<file path="config.mk">
export PLATFORM = sky130hd
export DESIGN_NAME = buffer_pool_manager_core
export DESIGN_NICKNAME = d
export VERILOG_FILES = /design/src/sv/bpm_pkg.sv /design/src/sv/bpm_cell.sv /design/src/sv/buffer_pool_manager_core.sv
export SDC_FILE = /design/constraint.sdc
export NUM_CORES = 2
export LEC_CHECK = 0
export BUFFER_PORTS_ARGS = -buffer_cell sky130_fd_sc_hd__buf_2
export CAP_MARGIN = 20
export CORE_AREA = 4 4 460 462
export DETAILED_ROUTE_END_ITERATION = 6
export DIE_AREA = 0 0 464 466
export PLACE_DENSITY_LB_ADDON = 0.15
export SYNTH_ARGS = -nofsm -noshare
export SYNTH_HDL_FRONTEND = slang
export SYNTH_HIERARCHICAL = 1
export SYNTH_SLANG_ARGS = --single-unit
</file>
<file path="constraint.sdc">
create_clock -name i_clk -period 10.8 [get_ports i_clk]
set_input_delay 0.54 -clock i_clk [delete_from_list [all_inputs] [get_ports i_clk]]
set_output_delay 0.54 -clock i_clk [all_outputs]
set_load 0.03 [all_outputs]
</file>
<file path="src/sv/bpm_pkg.sv">
// Shared types, constants and codes for the buffer pool manager.
package bpm_pkg;

    localparam int DEPTH      = 16;
    localparam int POS_BITS   = $clog2(DEPTH);
    localparam int CNT_BITS   = $clog2(DEPTH + 1);
    localparam int ADDR_BITS  = 32;
    localparam int SIZE_BITS  = 24;
    localparam int ACT_BITS   = 3;
    localparam int STAT_BITS  = 3;
    localparam int INDEX_BITS = 4;

    localparam logic [ACT_BITS-1:0] ACT_ADD      = 3'd0;
    localparam logic [ACT_BITS-1:0] ACT_REM_ADDR = 3'd1;
    localparam logic [ACT_BITS-1:0] ACT_REM_FREE = 3'd2;
    localparam logic [ACT_BITS-1:0] ACT_TAKE     = 3'd3;
    localparam logic [ACT_BITS-1:0] ACT_GIVE     = 3'd4;
    localparam logic [ACT_BITS-1:0] ACT_FREE_ALL = 3'd5;
    localparam logic [ACT_BITS-1:0] ACT_READ     = 3'd6;

    localparam logic [STAT_BITS-1:0] ST_OK        = 3'd0;
    localparam logic [STAT_BITS-1:0] ST_NONE_FREE = 3'd1;
    localparam logic [STAT_BITS-1:0] ST_NOT_FOUND = 3'd2;
    localparam logic [STAT_BITS-1:0] ST_FULL      = 3'd3;
    localparam logic [STAT_BITS-1:0] ST_BAD_INDEX = 3'd4;

    typedef struct packed {
        logic [ACT_BITS-1:0]   action;
        logic [ADDR_BITS-1:0]  buf_addr;
        logic [SIZE_BITS-1:0]  buf_size;
        logic [INDEX_BITS-1:0] index;
    } t_in_item;

    typedef struct packed {
        logic [STAT_BITS-1:0] status;
        logic [ADDR_BITS-1:0] out_addr;
        logic [SIZE_BITS-1:0] out_size;
        logic                 entry_free;
        logic [CNT_BITS-1:0]  entry_count;
    } t_out_item;

    typedef struct packed {
        logic                 exec;
        logic [ACT_BITS-1:0]  action;
        logic [ADDR_BITS-1:0] addr;
        logic [SIZE_BITS-1:0] size;
        logic [CNT_BITS-1:0]  count;
    } t_cmd;

    typedef struct packed {
        logic addr_seen;
        logic free_seen;
    } t_chain;

    typedef struct packed {
        logic [ADDR_BITS-1:0] addr;
        logic [SIZE_BITS-1:0] len;
        logic                 free;
    } t_entry;

endpackage

</file>
<file path="src/sv/bpm_cell.sv">
// One table position: holds an entry, matches it and shifts from its upper neighbor.
module bpm_cell (
    input  logic                          i_clk,
    input  logic                          i_rst_n,
    input  bpm_pkg::t_cmd                 i_cmd,
    input  logic [bpm_pkg::POS_BITS-1:0]  i_pos,
    input  bpm_pkg::t_chain               i_chain,
    input  bpm_pkg::t_entry               i_next,
    output bpm_pkg::t_chain               o_chain,
    output bpm_pkg::t_entry               o_entry,
    output logic                          o_first_free
);
    import bpm_pkg::*;

    logic [ADDR_BITS-1:0] r_addr, n_addr;
    logic [SIZE_BITS-1:0] r_len, n_len;
    logic                 r_free, n_free;
    logic                 w_used, w_tail, w_addr_hit, w_free_hit, w_first_addr;

    assign w_used       = CNT_BITS'(i_pos) < i_cmd.count;
    assign w_tail       = CNT_BITS'(i_pos) == i_cmd.count;
    assign w_addr_hit   = w_used & (r_addr == i_cmd.addr);
    assign w_free_hit   = w_used & r_free;
    assign w_first_addr = w_addr_hit & ~i_chain.addr_seen;
    assign o_first_free = w_free_hit & ~i_chain.free_seen;

    assign o_chain.addr_seen = i_chain.addr_seen | w_addr_hit;
    assign o_chain.free_seen = i_chain.free_seen | w_free_hit;

    assign o_entry.addr = r_addr;
    assign o_entry.len  = r_len;
    assign o_entry.free = r_free;

    always_comb begin
        n_addr = r_addr;
        n_len  = r_len;
        n_free = r_free;
        if (i_cmd.exec) begin
            unique case (i_cmd.action)
                ACT_ADD: begin
                    if (w_tail) begin
                        n_addr = i_cmd.addr;
                        n_len  = i_cmd.size;
                        n_free = 1'b1;
                    end
                end
                ACT_REM_ADDR: begin
                    if (o_chain.addr_seen) begin
                        n_addr = i_next.addr;
                        n_len  = i_next.len;
                        n_free = i_next.free;
                    end
                end
                ACT_REM_FREE: begin
                    if (o_chain.free_seen) begin
                        n_addr = i_next.addr;
                        n_len  = i_next.len;
                        n_free = i_next.free;
                    end
                end
                ACT_TAKE: begin
                    if (o_first_free) begin
                        n_free = 1'b0;
                    end
                end
                ACT_GIVE: begin
                    if (w_first_addr) begin
                        n_free = 1'b1;
                    end
                end
                ACT_FREE_ALL: begin
                    if (w_used) begin
                        n_free = 1'b1;
                    end
                end
                default: begin
                end
            endcase
        end
    end

    always_ff @(posedge i_clk) begin
        if (!i_rst_n) begin
            r_free <= 1'b0;
        end else begin
            r_free <= n_free;
        end
    end

    always_ff @(posedge i_clk) begin
        r_addr <= n_addr;
        r_len  <= n_len;
    end

endmodule

</file>
<file path="src/sv/buffer_pool_manager_core.sv">
// Top level of the buffer pool manager: command register, cell row and result register.
//
// The block keeps a packed table of up to 16 buffers, each with address, size
// and free flag, in a row of cells; each cell holds one entry and can load its
// upper neighbor's entry when a remove closes the gap.
// The input channel (i_in_valid, o_in_stall, i_in_item) takes one item: add,
// remove by address, remove first free, take, give back, free all or read.
// The output channel (o_out_valid, i_out_stall, o_out_item) returns exactly
// one result item per input item, with the status and the entry count.
// An item is registered in the command register when it is accepted and is
// executed across all cells at once when the output register can take its
// result, which is then registered there. The single command register holds
// one item until it executes, so no new item is taken before the last executes.
// While the receiver stalls, the result waits in the output register; the
// next item is still accepted, but it does not execute until that register
// is free. Reset empties the table and clears both channels.
module buffer_pool_manager_core (
    input  logic                i_clk,
    input  logic                i_rst_n,
    input  logic                i_in_valid,
    output logic                o_in_stall,
    input  bpm_pkg::t_in_item   i_in_item,
    output logic                o_out_valid,
    input  logic                i_out_stall,
    output bpm_pkg::t_out_item  o_out_item
);
    import bpm_pkg::*;

    logic                r_busy;
    logic                r_out_valid;
    logic [CNT_BITS-1:0] r_count, n_count;
    t_in_item            r_cmd;
    t_out_item           r_out_item, n_out_item;
    logic                w_fire;
    t_cmd                w_cmd;
    t_chain              w_chain [DEPTH+1];
    t_entry              w_entry [DEPTH];
    t_entry              w_next  [DEPTH];
    logic [DEPTH-1:0]    w_first_free;
    t_entry              w_take;
    t_entry              w_read;
    logic                w_full;

    assign o_in_stall  = r_busy;
    assign o_out_valid = r_out_valid;
    assign o_out_item  = r_out_item;
    assign w_fire      = r_busy & (~r_out_valid | ~i_out_stall);
    assign w_full      = r_count == CNT_BITS'(DEPTH);

    assign w_cmd.exec   = w_fire;
    assign w_cmd.action = r_cmd.action;
    assign w_cmd.addr   = r_cmd.buf_addr;
    assign w_cmd.size   = r_cmd.buf_size;
    assign w_cmd.count  = r_count;

    assign w_chain[0] = '0;

    for (genvar g = 0; g < DEPTH; g++) begin : g_cell
        if (g == DEPTH - 1) begin : g_last
            assign w_next[g] = '0;
        end else begin : g_mid
            assign w_next[g] = w_entry[g+1];
        end
        bpm_cell u_cell (
            .i_clk        (i_clk),
            .i_rst_n      (i_rst_n),
            .i_cmd        (w_cmd),
            .i_pos        (POS_BITS'(g)),
            .i_chain      (w_chain[g]),
            .i_next       (w_next[g]),
            .o_chain      (w_chain[g+1]),
            .o_entry      (w_entry[g]),
            .o_first_free (w_first_free[g])
        );
    end

    always_comb begin
        w_take = '0;
        for (int k = 0; k < DEPTH; k++) begin
            if (w_first_free[k]) begin
                w_take = w_take | w_entry[k];
            end
        end
    end

    assign w_read = w_entry[r_cmd.index[POS_BITS-1:0]];

    always_comb begin
        n_out_item        = '0;
        n_out_item.status = ST_OK;
        n_count           = r_count;
        unique case (r_cmd.action)
            ACT_ADD: begin
                if (w_full) begin
                    n_out_item.status = ST_FULL;
                end else begin
                    n_count = r_count + 1'b1;
                end
            end
            ACT_REM_ADDR: begin
                if (w_chain[DEPTH].addr_seen) begin
                    n_count = r_count - 1'b1;
                end else begin
                    n_out_item.status = ST_NOT_FOUND;
                end
            end
            ACT_REM_FREE: begin
                if (w_chain[DEPTH].free_seen) begin
                    n_count = r_count - 1'b1;
                end else begin
                    n_out_item.status = ST_NONE_FREE;
                end
            end
            ACT_TAKE: begin
                if (w_chain[DEPTH].free_seen) begin
                    n_out_item.out_addr = w_take.addr;
                    n_out_item.out_size = w_take.len;
                end else begin
                    n_out_item.status = ST_NONE_FREE;
                end
            end
            ACT_GIVE: begin
                if (!w_chain[DEPTH].addr_seen) begin
                    n_out_item.status = ST_NOT_FOUND;
                end
            end
            ACT_READ: begin
                if (CNT_BITS'(r_cmd.index) >= r_count) begin
                    n_out_item.status = ST_BAD_INDEX;
                end else begin
                    n_out_item.out_addr   = w_read.addr;
                    n_out_item.entry_free = w_read.free;
                end
            end
            default: begin
            end
        endcase
        n_out_item.entry_count = n_count;
    end

    always_ff @(posedge i_clk) begin
        if (!i_rst_n) begin
            r_busy      <= 1'b0;
            r_out_valid <= 1'b0;
            r_count     <= '0;
        end else begin
            if (i_in_valid && !r_busy) begin
                r_busy <= 1'b1;
            end else if (w_fire) begin
                r_busy <= 1'b0;
            end
            r_out_valid <= w_fire | (r_out_valid & i_out_stall);
            if (w_fire) begin
                r_count <= n_count;
            end
        end
    end

    always_ff @(posedge i_clk) begin
        if (i_in_valid && !r_busy) begin
            r_cmd <= i_in_item;
        end
        if (w_fire) begin
            r_out_item <= n_out_item;
        end
    end

`ifndef SYNTHESIS
    a_count_bound: assert property (@(posedge i_clk) disable iff (!i_rst_n)
        r_count <= CNT_BITS'(DEPTH))
        else $error("entry count exceeds table depth");

    a_one_take: assert property (@(posedge i_clk) disable iff (!i_rst_n)
        $onehot0(w_first_free))
        else $error("more than one cell selected as first free");

    a_fire_result: assert property (@(posedge i_clk) disable iff (!i_rst_n)
        w_fire |=> o_out_valid)
        else $error("executed item produced no result");

    a_count_hold: assert property (@(posedge i_clk) disable iff (!i_rst_n)
        !w_fire |=> $stable(r_count))
        else $error("entry count changed without an executed item");
`endif

endmodule

</file>
[Word-level counts from Yosys, hierarchy flattened]
Cells that the tools add are included.
Word-level totals
  bits of input ports: 67
  word-level logic and storage cells: 675
  output and inout port bits: 67
  register bits: 1047
Operators by class
  add/subtract/negate cells: 2
  bitwise logic cells: 145
  mux-type cells: 273
  reduce and logical (&&, ||, !) cells: 43
  magnitude comparators: 18
  equality and inequality tests: 134
Operators with widths (number)
  $mux W32: 49
  $pmux W32 S3: 16
  $mux W24: 48
  $pmux W24 S3: 16
  $mux W57: 18
  $or A57 B57 Y57: 15
  $eq A32 B32 Y1: 16
  $bmux W57 S4: 1
  $ne A2 B1 Y1 const B: 96
  $reduce_and A8 Y1: 16
  $mux W1: 99
  $pmux W1 S6: 16
  $reduce_and A5 Y1: 16
  $and A1 B1 Y1: 64
  $pmux W32 S2: 1
  $mux W56: 1
  $eq A4 B5 Y1 const A: 8
  $lt A4 B5 Y1 const A: 8
  $not A1 Y1: 33
  $or A1 B1 Y1: 32
  $eq A3 B5 Y1 const A: 4
  $lt A3 B5 Y1 const A: 4
  $mux W5: 3
  $pmux W5 S3: 1
  other kinds (25): 34

[Longest topological paths before layout]
  depth after elaboration: 35
  gate-level depth with buffers: 43
  gate-level depth less buffers: 42

[By module]
The synthesis kept the hierarchy.
Modules (own cells, without submodules)
  bpm_cell: area an instance 3011.6 um2, cells an instance 204, seq. area each 1701.6 um2, instances 16
  buffer_pool_manager_core: area an instance 13660.6 um2, cells an instance 1251, seq. area each 3983.8 um2, instances 1

[Least setup slack after synthesis]
Ideal clock, no wire load.
  path kind: register to register
  start point: reg r_busy, in the netlist o_in_stall
  end point: reg g_cell[0].u_cell.r_addr[0] (enable)
  stages on the path, launching flop included: 3
  arrival: 10.739 ns
  buffers on the path: 0
  slack: -0.548 ns
  setup time: 0.609 ns
  clock period less this slack: 11.348 ns
  required time: 10.191 ns
  cells stage by stage: dfxtp_1 a21boi_1 nor4bb_1
On the way
  word-level cells in the longest chain between the ends: 2
Ends and longest elaborated chain
  start: declaration: RTL line buffer_pool_manager_core.sv:29  | logic r_busy;
  start signal: assignment: RTL line buffer_pool_manager_core.sv:143  | r_busy <= 1'b0;
  start signal: assignment: RTL line buffer_pool_manager_core.sv:148  | r_busy <= 1'b1;
  start signal: assignment: RTL line buffer_pool_manager_core.sv:150  | r_busy <= 1'b0;
  $and A1 B1 Y1: RTL line buffer_pool_manager_core.sv:47  | assign w_fire = r_busy & (~r_out_valid | ~i_out_stall);
  via w_fire: RTL line buffer_pool_manager_core.sv:34  | logic w_fire;
  $reduce_and A5 Y1 (no line)
  end signal: assignment: RTL line bpm_cell.sv:91  | r_addr <= n_addr;
  end: declaration: RTL line bpm_cell.sv:15  | logic [ADDR_BITS-1:0] r_addr, n_addr;
The timed path passes the listed nets, and every way through them passes these cells.
A chain may end at the register's enable or synchronous reset.

==> results_dict.tcl <==
set metrics [dict create \
    grt_max_degree 135 \
    syn_area_per_cell_um2 13.7 \
    tritoncts "built" \
    cts-root-buf "sky130_fd_sc_hd__clkbuf_16" \
    synth-simple-area-share 0.0622 \
    postSynthCellCount 4515 \
    gr-total-overflow 0 \
    critical_path_class "flop to flop" \
    crit_buf_inv 18 \
    core_area_um2 207000 \
    cp_slowest_stage_delay_ns 0.68 \
    worst-slew-pin-transition_ns 1.27 \
    final-seq-area_um2 31200 \
    final_core_util 0.346 \
    timing.final.crit_period_ns 7.66 \
    hold_path_class "input pin to flop" \
    grt_pass1_wl_um 372000 \
    outcome "finished, final reports clean" \
    cellLeakagePower_nw 24.1 \
    ys_async_rst_share 0 \
    final_wl_um 271000 \
    worst_path_dominant_cell_family "compound AO/OA/AOI/OAI gates" \
    gp_congestion 0.829 \
    synth_compound_area_frac 0.103 \
    dominantRegCellSynth "sky130_fd_sc_hd__edfxtp_1" \
    fp-row-count 167 \
    setup_viol 0 \
    route.detailed.drc 0 \
    yosys_warnings 6 \
    clk_path_buf_depth 3 \
    slowest_stage "sky130_fd_sc_hd__inv_4" \
    tns_ns 0 \
    timing.critical_path.fanout_max 35 \
    ys_ff_latch 1047 \
    layout-area-overhead-vs-synth_pct 15.9 \
    worstPathArrival_ns 8.26 \
    design.die.area_um2 216000 \
    num_io_pins 134 \
    synth_top_family_by_area "multiplexers" \
    detail_route.iter0.violations 4996 \
    power_density_nw_per_um2 153 \
    grt_setup_unrepaired "false" \
    routed-via-count 45181 \
    grt_util_all_layers 0.242 \
    mean_number_of_vias_per_cell 5.83 \
    chipWidth_um 464 \
    synth_cell_types 60 \
    nNetsFinal 4986 \
    drive_gt1_frac 0.327 \
    final_hold_viol_count 0 \
    final_critical_path_share_of_the_clock_period 0.710 \
    clock-sinks 1047 \
    final_design_area_no_fill_um2 71700 \
    htreeDepth 4 \
    grt_pass1_vias 44549 \
    max-cap-violations 0 \
    share_of_the_synthesized_netlist_area_taken_by_xor_and_xnor_gates 0.0751 \
    multi_input_area_um2 29700 \
    antenna_found_initial 11 \
    fillerInstances 20360 \
    cts.reportedPaths.clkPinSlew_ns 0.06 \
    io_buffers 133 \
    detailed_place_hpwl_um 161000 \
    ant_nets 0 \
    synth_mux_area_frac 0.212 \
    layout.cells.most_common_list "sky130_fd_sc_hd__edfxtp_1 (1,024), sky130_fd_sc_hd__mux2_2 (897), sky130_fd_sc_hd__xor2_1 (512)" \
    layout.cells.most_common "sky130_fd_sc_hd__edfxtp_1" \
    crit_path_end_kind "flop" \
    clkLatencyLatePin_ns 0.79 \
    mappedNetlistArea_um2 61800 \
    worstSetupStartpointType "flop" \
    timing.max_slew.rel_slack 0.146 \
    dr.pass1.iters 6 \
    crit_required_ns 11.40 \
    synth-adder-area-share 0.0142 \
    synth-edff-count 1024 \
    starting_utilization_of_the_core_area 0.299 \
    post_drt_wl_per_cell_um 34.9 \
    synth.yosys.seq_area_share 0.505 \
    drv_slew 0 \
    skew_ns 0.0366 \
    cts-buffers-inserted 134 \
    fmax_ghz 0.130 \
    die_y_um 466 \
    worst_ir_drop_vdd_v 0.000174 \
    reg2reg_setup_slack_ns 3.14 \
    placed_area_um2 66800 \
]
## report_power, final
part	switching, mW	total, mW	internal [mW]
Combinational	0.991	1.66	0.673
Clock	1.93	4.47	2.54
Sequential	0.160	4.84	4.68
Total	3.08	11.0	7.89
## area by class of cell
type	instances	area share
clock buffer	168	0.0496
inverter	152	0.00852
multi-input combinational	3175	0.414
sequential	1047	0.436
tap	2788	0.0487
clock inverter	72	0.00939
timing repair buffer	339	0.0337
antenna	5	0.000175
## cells in the mapped netlist (6+ instances only)
cell type / instances / area (µm²)
sky130_fd_sc_hd__a21boi_0: 17 / 128
sky130_fd_sc_hd__a21o_1: 20 / 150
sky130_fd_sc_hd__a21oi_1: 58 / 290
sky130_fd_sc_hd__a221oi_1: 137 / 1200
sky130_fd_sc_hd__a22o_1: 198 / 1730
sky130_fd_sc_hd__a22oi_1: 178 / 1340
sky130_fd_sc_hd__a311oi_1: 16 / 140
sky130_fd_sc_hd__a31oi_1: 42 / 263
sky130_fd_sc_hd__a41o_1: 16 / 160
sky130_fd_sc_hd__and3_1: 40 / 250
sky130_fd_sc_hd__and4b_1: 16 / 160
sky130_fd_sc_hd__buf_1: 33 / 124
sky130_fd_sc_hd__buf_2: 83 / 415
sky130_fd_sc_hd__buf_4: 24 / 180
sky130_fd_sc_hd__buf_6: 6 / 67.6
sky130_fd_sc_hd__clkbuf_1: 120 / 450
sky130_fd_sc_hd__dfxtp_1: 23 / 460
sky130_fd_sc_hd__edfxtp_1: 1024 / 30700
sky130_fd_sc_hd__ha_1: 70 / 876
sky130_fd_sc_hd__inv_1: 151 / 567
sky130_fd_sc_hd__mux2_2: 897 / 10100
sky130_fd_sc_hd__mux4_2: 132 / 2970
sky130_fd_sc_hd__nand2_1: 40 / 150
sky130_fd_sc_hd__nand2b_1: 18 / 113
sky130_fd_sc_hd__nand3_1: 68 / 340
sky130_fd_sc_hd__nand3b_1: 20 / 150
sky130_fd_sc_hd__nand4_1: 51 / 319
sky130_fd_sc_hd__nand4b_1: 17 / 149
sky130_fd_sc_hd__nor2_1: 124 / 465
sky130_fd_sc_hd__nor2b_1: 22 / 138
sky130_fd_sc_hd__nor4_1: 64 / 400
sky130_fd_sc_hd__nor4_2: 64 / 801
sky130_fd_sc_hd__nor4bb_1: 17 / 170
sky130_fd_sc_hd__o21ai_0: 53 / 265
sky130_fd_sc_hd__o21ai_1: 16 / 80.1
sky130_fd_sc_hd__o21bai_2: 16 / 180
sky130_fd_sc_hd__o22ai_1: 32 / 200
sky130_fd_sc_hd__o31ai_1: 17 / 128
sky130_fd_sc_hd__or4b_1: 17 / 170
sky130_fd_sc_hd__xnor2_1: 18 / 158
sky130_fd_sc_hd__xor2_1: 512 / 4480
## worst reg2reg max path: cells and delay by family, from the launching register on
| kind | cells | cell delay [ns] |
|---|---|---|
| adders and majority gates | 1 | 0.14 |
| and+or+nand+nor | 3 | 0.40 |
| DFF | 1 | 0.29 |
| buffers and inverters | 18 | 2.82 |
| AOI/OAI and AO/OA | 20 | 3.81 |
## cells by family after synthesis
| family | count (synthesis) |
|---|---|
| XOR/XNOR | 530 |
| AO/OA/AOI/OAI | 826 |
| AND/OR/NAND/NOR | 589 |
| adder cells (fa/ha/maj) | 70 |
| multiplexers | 1033 |
| flip-flops | 1047 |
| buffers and inverters | 418 |
| other | 2 |
## path summary, 6_finish.rpt
path,depth (start not counted),endpoint,startpoint
hold / removal,1,r_cmd[47],i_in_item[47]
hold reg to reg,1,g_cell[13].u_cell/r_len[20],g_cell[14].u_cell/r_len[20]
setup reg to reg,42,o_out_item[51],r_count[3]
setup / recovery,42,o_out_item[51],r_count[3]
## stage by stage
step	worst slack [ns]	power (mW)	instances	hold slack, ns
CTS	3.28	11.1	7739	0.0250
floorplan	1.06	5.95	4640	0.550
detailed placement	3.33	6.55	7437	0.563
finish	3.14	11.0	7746	0.0805
global placement	3.15	6.54	7435	0.555
global route	2.39	11.4	7741	0.0262
## repair_timing
item	CTS	global route
endpoints found under the hold margin	62	0
hold buffers	62	0
resized for setup	0	0
buffers inserted	0	0
## flip-flops by register name (all words and copies together) (netlist names)
signal and cells:
r_count 5, g_cell.u_cell/r_addr 512, g_cell.u_cell/r_len 384, o_in_stall 1, g_cell.u_cell/r_free 16, r_cmd 63
o_out_valid 1, o_out_item 65
## layer usage
metal  up-vias  share of wire  global-route usage
li1      18670              -                   -
met1     23778           0.42               0.325
met2      2217           0.46               0.390
met3       512          0.072              0.0447
met4         4          0.042              0.0913
met5         -        0.00010                   0
(Power assumes the default switching activity.)
